## src/rtl/mme_pkg.sv

```systemverilog
package mme_pkg;

  // sizes fixed by the request and result formats
  localparam int unsigned PC_W       = 8;
  localparam int unsigned LEN_W      = PC_W + 1;
  localparam int unsigned REG_ADDR_W = 5;
  localparam int unsigned DATA_W     = 64;
  localparam int unsigned IMM_W      = 32;
  localparam int unsigned COUNT_W    = 20;
  localparam int unsigned NEXT_W     = IMM_W + 2;
  localparam int unsigned CFG_IDX_W  = 1;
  localparam int unsigned CFG_DATA_W = COUNT_W;

  // default sizing of the top level
  localparam int unsigned MAX_PROGRAM = 128;
  localparam int unsigned NUM_REGS    = 32;

  // fixed values of the instruction set
  localparam logic [DATA_W-1:0]     SYSCALL_EXIT_CODE = DATA_W'(10);
  localparam int unsigned           LUI_SHIFT         = 16;
  localparam logic [REG_ADDR_W-1:0] SYSCALL_REG       = REG_ADDR_W'(2);

  // register reset values
  localparam logic [PC_W-1:0]    PROGRAM_LENGTH_RESET = PC_W'(1);
  localparam logic [COUNT_W-1:0] STEP_LIMIT_RESET     = COUNT_W'(1000000);
  localparam logic [PC_W-1:0]    PC_RESET             = PC_W'(1);

  // configuration register indexes
  localparam logic [CFG_IDX_W-1:0] CFG_PROGRAM_LENGTH = 1'b0;
  localparam logic [CFG_IDX_W-1:0] CFG_STEP_LIMIT     = 1'b1;

  typedef enum logic [2:0] {
    CMD_ADD     = 3'd0,
    CMD_SUB     = 3'd1,
    CMD_ORI     = 3'd2,
    CMD_LI      = 3'd3,
    CMD_LUI     = 3'd4,
    CMD_BEQ     = 3'd5,
    CMD_SYSCALL = 3'd6,
    CMD_NOP     = 3'd7
  } cmd_e;

  typedef enum logic [1:0] {
    ST_RUNNING  = 2'd0,
    ST_FINISHED = 2'd1,
    ST_DROPPED  = 2'd2,
    ST_LIMIT    = 2'd3
  } status_e;

  typedef struct packed {
    cmd_e                    command;
    logic [REG_ADDR_W-1:0]   dest_reg;
    logic [REG_ADDR_W-1:0]   src_reg;
    logic [REG_ADDR_W-1:0]   src2_reg;
    logic signed [IMM_W-1:0] immediate;
  } in_t;

  typedef struct packed {
    logic [PC_W-1:0]          next_pc;
    logic                     wrote;
    logic [REG_ADDR_W-1:0]    write_reg;
    logic signed [DATA_W-1:0] write_value;
    logic [1:0]               status;
  } out_t;

endpackage

```

## src/rtl/mme_regfile.sv

```systemverilog
module mme_regfile import mme_pkg::*; #(
  parameter int unsigned NumRegs = NUM_REGS
) (
  input  logic                  clk_i,
  input  logic                  rst_ni,
  input  logic                  rd_en_i,
  input  logic [REG_ADDR_W-1:0] rd_addr_a_i,
  input  logic [REG_ADDR_W-1:0] rd_addr_b_i,
  input  logic                  wr_en_i,
  input  logic [REG_ADDR_W-1:0] wr_addr_i,
  input  logic [DATA_W-1:0]     wr_data_i,
  output logic [DATA_W-1:0]     rd_data_a_o,
  output logic [DATA_W-1:0]     rd_data_b_o
);

  localparam int unsigned IdxW = $clog2(NumRegs);

  logic [DATA_W-1:0]  mem [NumRegs];
  logic [NumRegs-1:0] vld_q;
  logic [DATA_W-1:0]  raw_a_q, raw_b_q, fwd_data_q;
  logic               ok_a_q, ok_b_q, fwd_a_q, fwd_b_q;
  logic [IdxW-1:0]    idx_a, idx_b, idx_w;
  logic               rng_a, rng_b;

  // index decode, anything past the last register reads as zero
  assign idx_a = rd_addr_a_i[IdxW-1:0];
  assign idx_b = rd_addr_b_i[IdxW-1:0];
  assign idx_w = wr_addr_i[IdxW-1:0];
  assign rng_a = {1'b0, rd_addr_a_i} < (REG_ADDR_W + 1)'(NumRegs);
  assign rng_b = {1'b0, rd_addr_b_i} < (REG_ADDR_W + 1)'(NumRegs);

  // storage array with registered reads
  always_ff @(posedge clk_i) begin
    if (wr_en_i) begin
      mem[idx_w] <= wr_data_i;
    end
    if (rd_en_i) begin
      raw_a_q    <= mem[idx_a];
      raw_b_q    <= mem[idx_b];
      fwd_data_q <= wr_data_i;
    end
  end

  // written flags, an entry never written reads as zero
  always_ff @(posedge clk_i or negedge rst_ni) begin
    if (!rst_ni) begin
      vld_q <= '0;
    end else if (wr_en_i) begin
      vld_q[idx_w] <= 1'b1;
    end
  end

  // read qualifiers and bypass of a write landing on the read edge
  always_ff @(posedge clk_i or negedge rst_ni) begin
    if (!rst_ni) begin
      ok_a_q  <= 1'b0;
      ok_b_q  <= 1'b0;
      fwd_a_q <= 1'b0;
      fwd_b_q <= 1'b0;
    end else if (rd_en_i) begin
      ok_a_q  <= rng_a && vld_q[idx_a];
      ok_b_q  <= rng_b && vld_q[idx_b];
      fwd_a_q <= wr_en_i && (wr_addr_i == rd_addr_a_i);
      fwd_b_q <= wr_en_i && (wr_addr_i == rd_addr_b_i);
    end
  end

  assign rd_data_a_o = fwd_a_q ? fwd_data_q : (ok_a_q ? raw_a_q : '0);
  assign rd_data_b_o = fwd_b_q ? fwd_data_q : (ok_b_q ? raw_b_q : '0);

endmodule

```

## src/rtl/mini_mips_executor_unit.sv

```systemverilog
// pipeline: a request is registered into the execute stage with its register file
// read, and its result into the output register, which holds it until taken
// throughput: one request per cycle while the output is not stalled, set by the
// register file read in the accept cycle and its write-back in the execute cycle
// reset: register file reads as zero, pc 1, count 0, status running,
// program length 1 and step limit 1000000, all at once with no clearing pass
module mini_mips_executor_unit import mme_pkg::*; #(
  parameter int unsigned MaxProgram = MAX_PROGRAM,
  parameter int unsigned NumRegs    = NUM_REGS
) (
  input  logic                  clk_i,
  input  logic                  rst_ni,
  input  logic                  cfg_we_i,
  input  logic [CFG_IDX_W-1:0]  cfg_index_i,
  input  logic [CFG_DATA_W-1:0] cfg_data_i,
  input  logic                  in_valid_i,
  output logic                  in_ready_o,
  input  in_t                   in_req_i,
  output logic                  out_valid_o,
  input  logic                  out_ready_i,
  output out_t                  out_res_o
);

  logic [PC_W-1:0]    prog_len_q;
  logic [COUNT_W-1:0] step_limit_q;
  logic [PC_W-1:0]    pc_q;
  logic [COUNT_W-1:0] count_q, count_d;
  status_e            halt_q;

  logic    s2_vld_q, s2_adv, in_acc;
  in_t     s2_q;
  logic    out_vld_q;
  out_t    out_q, res;

  logic [REG_ADDR_W-1:0] rd_addr_a, rd_addr_b;
  logic [DATA_W-1:0]     opa, opb, imm_ext, value;
  logic                  wr_cmd, wr_ok, taken, sys_hit, halted, below, above;
  logic signed [NEXT_W-1:0] next_s, len_s;
  logic [LEN_W-1:0]      len_clamp;
  status_e               status;

  // handshake and pipeline advance
  assign s2_adv      = !out_vld_q || out_ready_i;
  assign in_ready_o  = !s2_vld_q || s2_adv;
  assign in_acc      = in_valid_i && in_ready_o;
  assign out_valid_o = out_vld_q;
  assign out_res_o   = out_q;

  // operand port selection per command
  always_comb begin
    rd_addr_a = in_req_i.src_reg;
    rd_addr_b = in_req_i.src2_reg;
    case (in_req_i.command)
      CMD_BEQ: begin
        rd_addr_a = in_req_i.dest_reg;
        rd_addr_b = in_req_i.src_reg;
      end
      CMD_SYSCALL: begin
        rd_addr_a = SYSCALL_REG;
      end
      default: ;
    endcase
  end

  mme_regfile #(
    .NumRegs(NumRegs)
  ) u_regfile (
    .clk_i       (clk_i),
    .rst_ni      (rst_ni),
    .rd_en_i     (in_acc),
    .rd_addr_a_i (rd_addr_a),
    .rd_addr_b_i (rd_addr_b),
    .wr_en_i     (s2_vld_q && s2_adv && res.wrote),
    .wr_addr_i   (s2_q.dest_reg),
    .wr_data_i   (value),
    .rd_data_a_o (opa),
    .rd_data_b_o (opb)
  );

  // execute
  always_comb begin
    imm_ext = {{(DATA_W - IMM_W){s2_q.immediate[IMM_W-1]}}, s2_q.immediate};
    value   = '0;
    wr_cmd  = 1'b0;
    taken   = 1'b0;
    sys_hit = 1'b0;
    case (s2_q.command)
      CMD_ADD: begin
        value  = opa + opb;
        wr_cmd = 1'b1;
      end
      CMD_SUB: begin
        value  = opa - opb;
        wr_cmd = 1'b1;
      end
      CMD_ORI: begin
        value  = opa | imm_ext;
        wr_cmd = 1'b1;
      end
      CMD_LI: begin
        value  = imm_ext;
        wr_cmd = 1'b1;
      end
      CMD_LUI: begin
        value  = imm_ext << LUI_SHIFT;
        wr_cmd = 1'b1;
      end
      CMD_BEQ: begin
        taken = (opa == opb);
      end
      CMD_SYSCALL: begin
        sys_hit = (opa == SYSCALL_EXIT_CODE);
      end
      default: ;
    endcase
  end

  // next pc, range checks and step count
  always_comb begin
    halted    = (halt_q != ST_RUNNING);
    wr_ok     = wr_cmd && (s2_q.dest_reg != '0)
                && ({1'b0, s2_q.dest_reg} < (REG_ADDR_W + 1)'(NumRegs));
    next_s    = signed'(NEXT_W'({1'b0, pc_q})) + signed'(NEXT_W'(1));
    if (taken) begin
      next_s = next_s + signed'({{(NEXT_W - IMM_W){s2_q.immediate[IMM_W-1]}},
                                 s2_q.immediate});
    end
    len_clamp = ({1'b0, prog_len_q} > LEN_W'(MaxProgram)) ? LEN_W'(MaxProgram)
                                                          : {1'b0, prog_len_q};
    len_s     = signed'(NEXT_W'(len_clamp));
    below     = (next_s < signed'(NEXT_W'(1)));
    above     = (next_s > len_s);
    count_d   = count_q + COUNT_W'(1);
    if (sys_hit) begin
      status = ST_FINISHED;
    end else if (below || above) begin
      status = ST_DROPPED;
    end else if (count_d >= step_limit_q) begin
      status = ST_LIMIT;
    end else begin
      status = ST_RUNNING;
    end
  end

  // result assembly, a halted block reports only its sticky status
  always_comb begin
    res = '0;
    if (halted) begin
      res.status = halt_q;
    end else begin
      res.status = status;
      if (status == ST_RUNNING) begin
        res.next_pc = next_s[PC_W-1:0];
      end
      if (wr_ok) begin
        res.wrote       = 1'b1;
        res.write_reg   = s2_q.dest_reg;
        res.write_value = value;
      end
    end
  end

  // configuration registers
  always_ff @(posedge clk_i or negedge rst_ni) begin
    if (!rst_ni) begin
      prog_len_q   <= PROGRAM_LENGTH_RESET;
      step_limit_q <= STEP_LIMIT_RESET;
    end else if (cfg_we_i) begin
      if (cfg_index_i == CFG_PROGRAM_LENGTH) begin
        prog_len_q <= cfg_data_i[PC_W-1:0];
      end else begin
        step_limit_q <= cfg_data_i;
      end
    end
  end

  // architectural state
  always_ff @(posedge clk_i or negedge rst_ni) begin
    if (!rst_ni) begin
      pc_q    <= PC_RESET;
      count_q <= '0;
      halt_q  <= ST_RUNNING;
    end else if (s2_vld_q && s2_adv && !halted) begin
      count_q <= count_d;
      if (status == ST_RUNNING) begin
        pc_q <= next_s[PC_W-1:0];
      end else begin
        halt_q <= status;
      end
    end
  end

  // pipeline control
  always_ff @(posedge clk_i or negedge rst_ni) begin
    if (!rst_ni) begin
      s2_vld_q  <= 1'b0;
      out_vld_q <= 1'b0;
    end else begin
      if (in_ready_o) begin
        s2_vld_q <= in_valid_i;
      end
      if (s2_adv) begin
        out_vld_q <= s2_vld_q;
      end
    end
  end

  // pipeline payload
  always_ff @(posedge clk_i) begin
    if (in_acc) begin
      s2_q <= in_req_i;
    end
    if (s2_vld_q && s2_adv) begin
      out_q <= res;
    end
  end

endmodule

```

## config.mk

```make
export PLATFORM = sky130hd
export DESIGN_NAME = mini_mips_executor_unit
export DESIGN_NICKNAME = d
export VERILOG_FILES = /design/src/rtl/mme_pkg.sv /design/src/rtl/mme_regfile.sv /design/src/rtl/mini_mips_executor_unit.sv
export SDC_FILE = /design/constraint.sdc
export NUM_CORES = 2
export LEC_CHECK = 0
export BUFFER_PORTS_ARGS = -buffer_cell sky130_fd_sc_hd__buf_4
export CAP_MARGIN = 20
export CORE_MARGIN = 3
export CORE_UTILIZATION = 35
export DETAILED_ROUTE_END_ITERATION = 7
export GPL_TIMING_DRIVEN = 0
export SETUP_SLACK_MARGIN = 0.05
export SLEW_MARGIN = 20
export SYNTH_ARGS = -nofsm -noshare
export SYNTH_HDL_FRONTEND = slang
export SYNTH_SLANG_ARGS = --single-unit
```

## constraint.sdc

```tcl
create_clock -name clk_i -period 5.66 [get_ports clk_i]
set_input_delay 0.283 -clock clk_i [delete_from_list [all_inputs] [get_ports clk_i]]
set_output_delay 0.283 -clock clk_i [all_outputs]
set_load 0.01 [all_outputs]
```

=== Yosys cells after proc, flatten, opt, wreduce, memory -nomap -nowiden ===
Memories as Yosys holds them, arrays and structs flattened. A register that Yosys moved wholly into a read port is not among the register bits.
Index checks and enable logic that the tools add are counted.

* Multiplexer cells: 26
* Add/subtract/negate cells: 5
* $lt $le $gt $ge: 8
* Eq/ne operators: 12
* Bitwise logic cells: 5
* Reductions and logical operators: 25

{| class="wikitable"
|+ Operator list
! kind !! number
|-
| 64-bit case mux with 5 select lines || 1
|-
| 64-bit 2-to-1 mux || 4
|-
| 70-bit 2-to-1 mux || 2
|-
| 64-bit adder || 1
|-
| 64-bit by 4-bit == test with 1-bit output, second input constant || 1
|-
| 64-bit == test || 1
|-
| 64-bit OR || 1
|-
| 64-bit subtractor || 1
|-
| 34-bit by 9-bit > comparator with 1-bit output || 1
|-
| 34-bit by 2-bit less-than comparator with 1-bit output, second input constant || 1
|-
| 34-bit 2-to-1 mux || 1
|-
| 10-bit by 32-bit adder with 33-bit output || 1
|-
| 32-bit OR || 1
|-
| 20-bit by 1-bit adder with 20-bit output, second input constant || 1
|-
| 20-bit >= comparator || 1
|-
| 5-bit by 6-bit less-than comparator with 1-bit output, second input constant || 3
|-
| 3-bit == test, second input constant || 5
|-
| 1-bit binary-select mux with 5-bit select || 2
|-
| 5-bit == test || 2
|-
| 5-bit case mux with 2 select lines || 1
|-
| 8-bit by 1-bit adder with 9-bit output, second input constant || 1
|-
| 8-bit > comparator, second input constant || 1
|-
| 1-bit logical AND || 8
|-
| 1-bit 2-to-1 mux || 8
|-
| 17 further kinds || 31
|}

* Word-level logic and storage cells: 103
* Register bits after elaboration: 280
* Memories: 1
* Bits of input ports: 76
* Output and inout port bits: 82
* RAM bits: 2048

{| class="wikitable"
|+ Memories
! name !! words !! bits a word !! rd ports !! clocked after Yosys merged registers in !! wr ports !! line !! text
|-
| u_regfile.mem || 32 || 64 || 2 || 2 || 1 || mme_regfile.sv:18 || <nowiki>logic [DATA_W-1:0] mem [NumRegs];</nowiki>
|}

=== Longest topological paths before layout ===
* Depth in word-level cells: 12
* Gate-level depth with buffers: 27
* Gate-level depth less buffers: 21

=== Modules after synthesis ===
Synthesis repeated with hierarchy kept, for this count alone.

* Cell total of the unflattened synthesis: 7043
* Area total of the unflattened synthesis: 121635.4 um^2

{| class="wikitable"
|+ By module, submodules not included
! module !! instances !! cells each !! seq. area each (um^2) !! area each (um^2)
|-
| mme_regfile || 1 || 4640 || 68165.4 || 102553.4
|-
| mini_mips_executor_unit || 1 || 2403 || 5116.2 || 19082.1
|}

=== Worst setup path before layout ===
Ideal clock, no wire load.

* Kind: register to register
* Start: reg out_vld_q (netlist: out_valid_o)
* End: mem u_regfile.mem[31][0], enable pin
* Slack: -481 ps
* Data required time: 5173 ps
* Path buffers: 0
* Cell stages (with the launch flop): 6
* Arrival: 5654 ps
* Library setup time: 487 ps
* Cell sequence: dfrtp_1 nand2b_1 nand2_1 inv_1 nand3_1 nor2_1

* Word-level cells in the longest chain between the ends: 6

{| class="wikitable"
|+ Ends and longest elaborated chain
! what !! line !! text
|-
| start, declared || mini_mips_executor_unit.sv:32 || <nowiki>logic out_vld_q;</nowiki>
|-
| start signal, assigned || mini_mips_executor_unit.sv:203 || <nowiki>out_vld_q <= s2_vld_q;</nowiki>
|-
| 1-bit zero test || mini_mips_executor_unit.sv:43 || <nowiki>assign s2_adv = !out_vld_q || out_ready_i;</nowiki>
|-
| 1-bit logical OR || mini_mips_executor_unit.sv:43 ||
|-
| 1-bit logical AND (2 in series) || mini_mips_executor_unit.sv:73 || <nowiki>.wr_en_i (s2_vld_q && s2_adv && res.wrote),</nowiki>
|-
| 1-bit 2-to-1 mux || mme_regfile.sv:34 || <nowiki>if (wr_en_i) begin</nowiki>
|-
| 1-bit 2-to-1 mux (not written as such) || mme_regfile.sv:35 || <nowiki>mem[idx_w] <= wr_data_i;</nowiki>
|-
| end, declared || mme_regfile.sv:18 ||
|}

No other way between the ends.

=== Worst setup path in the final report ===
* Start: in in_req_i[48] (netlist name)
* End: reg u_regfile.raw_b_q[23], read port of u_regfile.mem, data pin

* Word-level cells in the longest chain between the ends: 2

{| class="wikitable"
|+ Ends and longest elaborated chain
! what !! line !! text
|-
| start, declared || mini_mips_executor_unit.sv:18 || <nowiki>input in_t in_req_i,</nowiki>
|-
| 3-bit == test || mini_mips_executor_unit.sv:53 || <nowiki>case (in_req_i.command)</nowiki>
|-
| 5-bit 2-to-1 mux || mini_mips_executor_unit.sv:53 ||
|-
| end, declared || mme_regfile.sv:20 || <nowiki>logic [DATA_W-1:0] raw_a_q, raw_b_q, fwd_data_q;</nowiki>
|}

No other way between the ends.
A chain may end at the register's enable or synchronous reset.

==> results_dict.tcl <==
set metrics [dict create \
    syn_inst 10661 \
    cp.required_ps 6360 \
    skew_ps 90.2 \
    start_util 0.353 \
    portBuffers 157 \
    drc 13 \
    status "finished with violations" \
    mostFrequentLayoutCells "nand2_1, edfxtp_1, nand3_1" \
    fin_nets 11760 \
    clock_path_buffers 4 \
    path_class "input port to flop" \
    drtPass1Iterations 8 \
    worstSetupEndpointType "flop" \
    wirelength_mm 528 \
    arrival_ps 6510 \
    hold_depth 2 \
    first_global_vias 95898 \
    final_hold_viol_count 0 \
    r2r_cells 15 \
    grt_overflow 0 \
    timing.reg2reg.setup_slack_ps -110 \
    min_to "imm_ext[0]" \
    fin_ws_ps -152 \
    clock-root-buffer "clkbuf_16" \
    die_h_um 604 \
    setup_tns_ps -1880 \
    coreArea_sq_um 354000 \
    ys_ff_latch 2456 \
    htree_levels 5 \
    dpl.hpwl_mm 408 \
    holdWs_ps 87.4 \
    yosysSeqAreaShare 0.586 \
    via_per_inst 6.10 \
    powerDensity_nw_per_um2 333 \
    setup_viol 32 \
    clock_sinks 2456 \
    min_path_type "input port to flop" \
    start_kind "input port" \
    grt_usage 0.277 \
    dominantRegCellSynth "edfxtp_1" \
    worstPathMaxFanout 10 \
    drtIter0Drc 16090 \
    io_pins 158 \
    violations "DRC, capacitance limit, slew limit, setup timing" \
    die_w_um 604 \
    synth_edf_count 2360 \
    synthToLayoutAreaGrowth_pct 19.4 \
    rsz0062_at_grt "true" \
    p_leak_nw 52.9 \
    grt_pass1_wl_mm 718 \
    r2r_start "u_regfile.ok_b_q" \
    postRouteAntennaNets 0 \
    max_freq_mhz 172 \
    die_area_sq_um 365000 \
    drive_above_1_share 0.157 \
    reg2reg_to "out_res_o[14]" \
    fillerInstances 33011 \
    avgSynthCellArea_sq_um 11.7 \
    slew_violations 8 \
    maxCapViolCount 2 \
    syn_area_sq_um 125000 \
    fin_crit_ps 5810 \
    place.gp.congestion 0.982 \
    clkLatencyLatePin_ps 960 \
    via_count 100669 \
    num_rows 218 \
    wire_per_inst_um 32.0 \
    peakVddDrop_mv 0.228 \
    power.total_mw 49.8 \
    worst_pin_slew_ps 1580 \
    hold_start "in_req_i[0]" \
    final_common_cell "nand2_1" \
    relSlewSlack -0.0666 \
    grt_start_max_net_pins 99 \
    yosysWarningCount 0 \
    synthDistinctLibCells 95 \
    fin_crit_sh 1.03 \
    numCtsBuffers 269 \
    cts_tree "done" \
    synthArstFlopShare 0.0391 \
    clkTransAtPathRegs_ps 60 \
    grt_antenna_before_repair 86 \
]
## synthesized netlist by cell type (30+ instances only)
master       n  share of area
a211oi_1   108         0.0065
a21o_1      95         0.0057
a21oi_1    276          0.011
a22o_1     118         0.0083
a311oi_1   398          0.028
a31oi_1    171         0.0086
and2_1      57         0.0029
and3_1     286          0.014
buf_1      137         0.0041
buf_2       37         0.0015
clkbuf_1   644          0.019
dfrtp_1     87          0.017
edfxtp_1  2360           0.57
ha_1       167          0.017
inv_1      181         0.0054
mux2_2      34         0.0031
mux4_2     520          0.094
nand2_1   2858          0.086
nand3_1    907          0.036
nand4_1     52         0.0026
nor2_1     199         0.0060
nor2b_1     40         0.0020
nor3_1      67         0.0027
nor4_1      61         0.0031
o21ai_0    201         0.0080
o21bai_1    45         0.0027
o31ai_1     30         0.0018
or2_2       39         0.0020
xnor2_1     74         0.0052
xor2_1      35         0.0025
## flip-flops by register name, indices dropped and copies added, names as in the netlist, 20 cells and up
name,cells
imm_ext,32
u_regfile.fwd_data_q,64
u_regfile.vld_q,32
out_res_o,80
step_limit_q,20
u_regfile.raw_b_q,64
count_q,20
u_regfile.mem,2048
u_regfile.raw_a_q,64
## where the power goes
group	internal, mW	total, mW	switching [mW]
sequential	21.1	21.4	0.284
clock	10.0	17.6	7.60
combinational	3.32	10.8	7.45
total	34.4	49.8	15.3
## cell families (layout without fill, tap and decap cells)
| logic type | count (synthesis) | after routing | synth area share |
|---|---|---|---|
| simple gates | 4675 | 4679 | 0.164 |
| flops | 2456 | 2456 | 0.586 |
| compound gates | 1660 | 1660 | 0.0952 |
| buf+inv | 1005 | 2003 | 0.0306 |
| mux | 585 | 585 | 0.0993 |
| fa+ha+maj | 170 | 170 | 0.0172 |
| xor+xnor | 109 | 109 | 0.00763 |
| other cells | 1 | 119 | 0.0000300 |
## timing repair
| item | 4_1_cts | 5_1_grt |
|---|---|---|
| gates resized for setup | 215 | 93 |
| hold buffers | 70 | 0 |
| pin swaps | 23 | 11 |
| gates cloned | 0 | 5 |
| buffers inserted | 31 | 20 |
| endpoints found under the hold margin | 167 | 0 |
| setup endpoints to repair | 2020 | 767 |
## through the flow
stage,utilization,instances,setup slack [ps],area (sq um)
4_1_cts,0.419,16432,36.6,149000
5_1_grt,0.421,16471,-31.3,149000
3_5_place_dp,0.390,15853,-3540,138000
2_1_floorplan,-,10724,-481,125000
6_report,0.422,16511,-152,149000
3_3_place_gp,0.374,15611,-6680,132000
## per-layer routing
| layer | part of all wire | track usage | vias up |
|---|---|---|---|
| met5 | 0.0011 | 0.00423 | - |
| met4 | 0.063 | 0.149 | 30 |
| met3 | 0.14 | 0.0873 | 1455 |
| met2 | 0.43 | 0.421 | 7324 |
| met1 | 0.36 | 0.353 | 49810 |
| li1 | - | - | 42050 |
## worst max-delay path: stages
cell           delay [ps]
dlygate4sd3_1         530
buf_4                 200
buf_2                 270
or2_1                 140
buf_2                 280
mux2i_4               640
buf_8                 240
clkbuf_1              860
buf_1                 820
nand2_1               120
a311oi_1              470
a311oi_1              180
a211oi_1             1130
a21o_1                300
## final cells by class
type                       instances  area (sq um)  share of cell area
sequential                      2456         73300               0.491
multi-input combinational       7267         50100               0.335
tap                             4730          5920              0.0396
antenna                           55           138            0.000921
timing repair buffer             523          7260              0.0486
inverter                         186           711             0.00476
clock inverter                   148          1480             0.00989
clock buffer                     335          7090              0.0475
buffer                           811          3440              0.0231
## how the worst max path moves through the flow
stage	slack [ps]	startpoint	end	cells past startpoint
after floorplan	-480	out_valid_o	u_regfile.mem[31][0]	5
after global placement	-6680	out_ready_i	u_regfile.vld_q[2]	7
after detailed placement	-3540	u_regfile.ok_a_q	out_res_o[1]	25
after CTS	40	u_regfile.ok_a_q	out_res_o[65]	18
after global routing	-30	u_regfile.ok_a_q	u_regfile.mem[8][58]	21
final	-150	in_req_i[48]	u_regfile.raw_b_q[23]	14
Note: power is estimated with default switching activity, not from simulation.
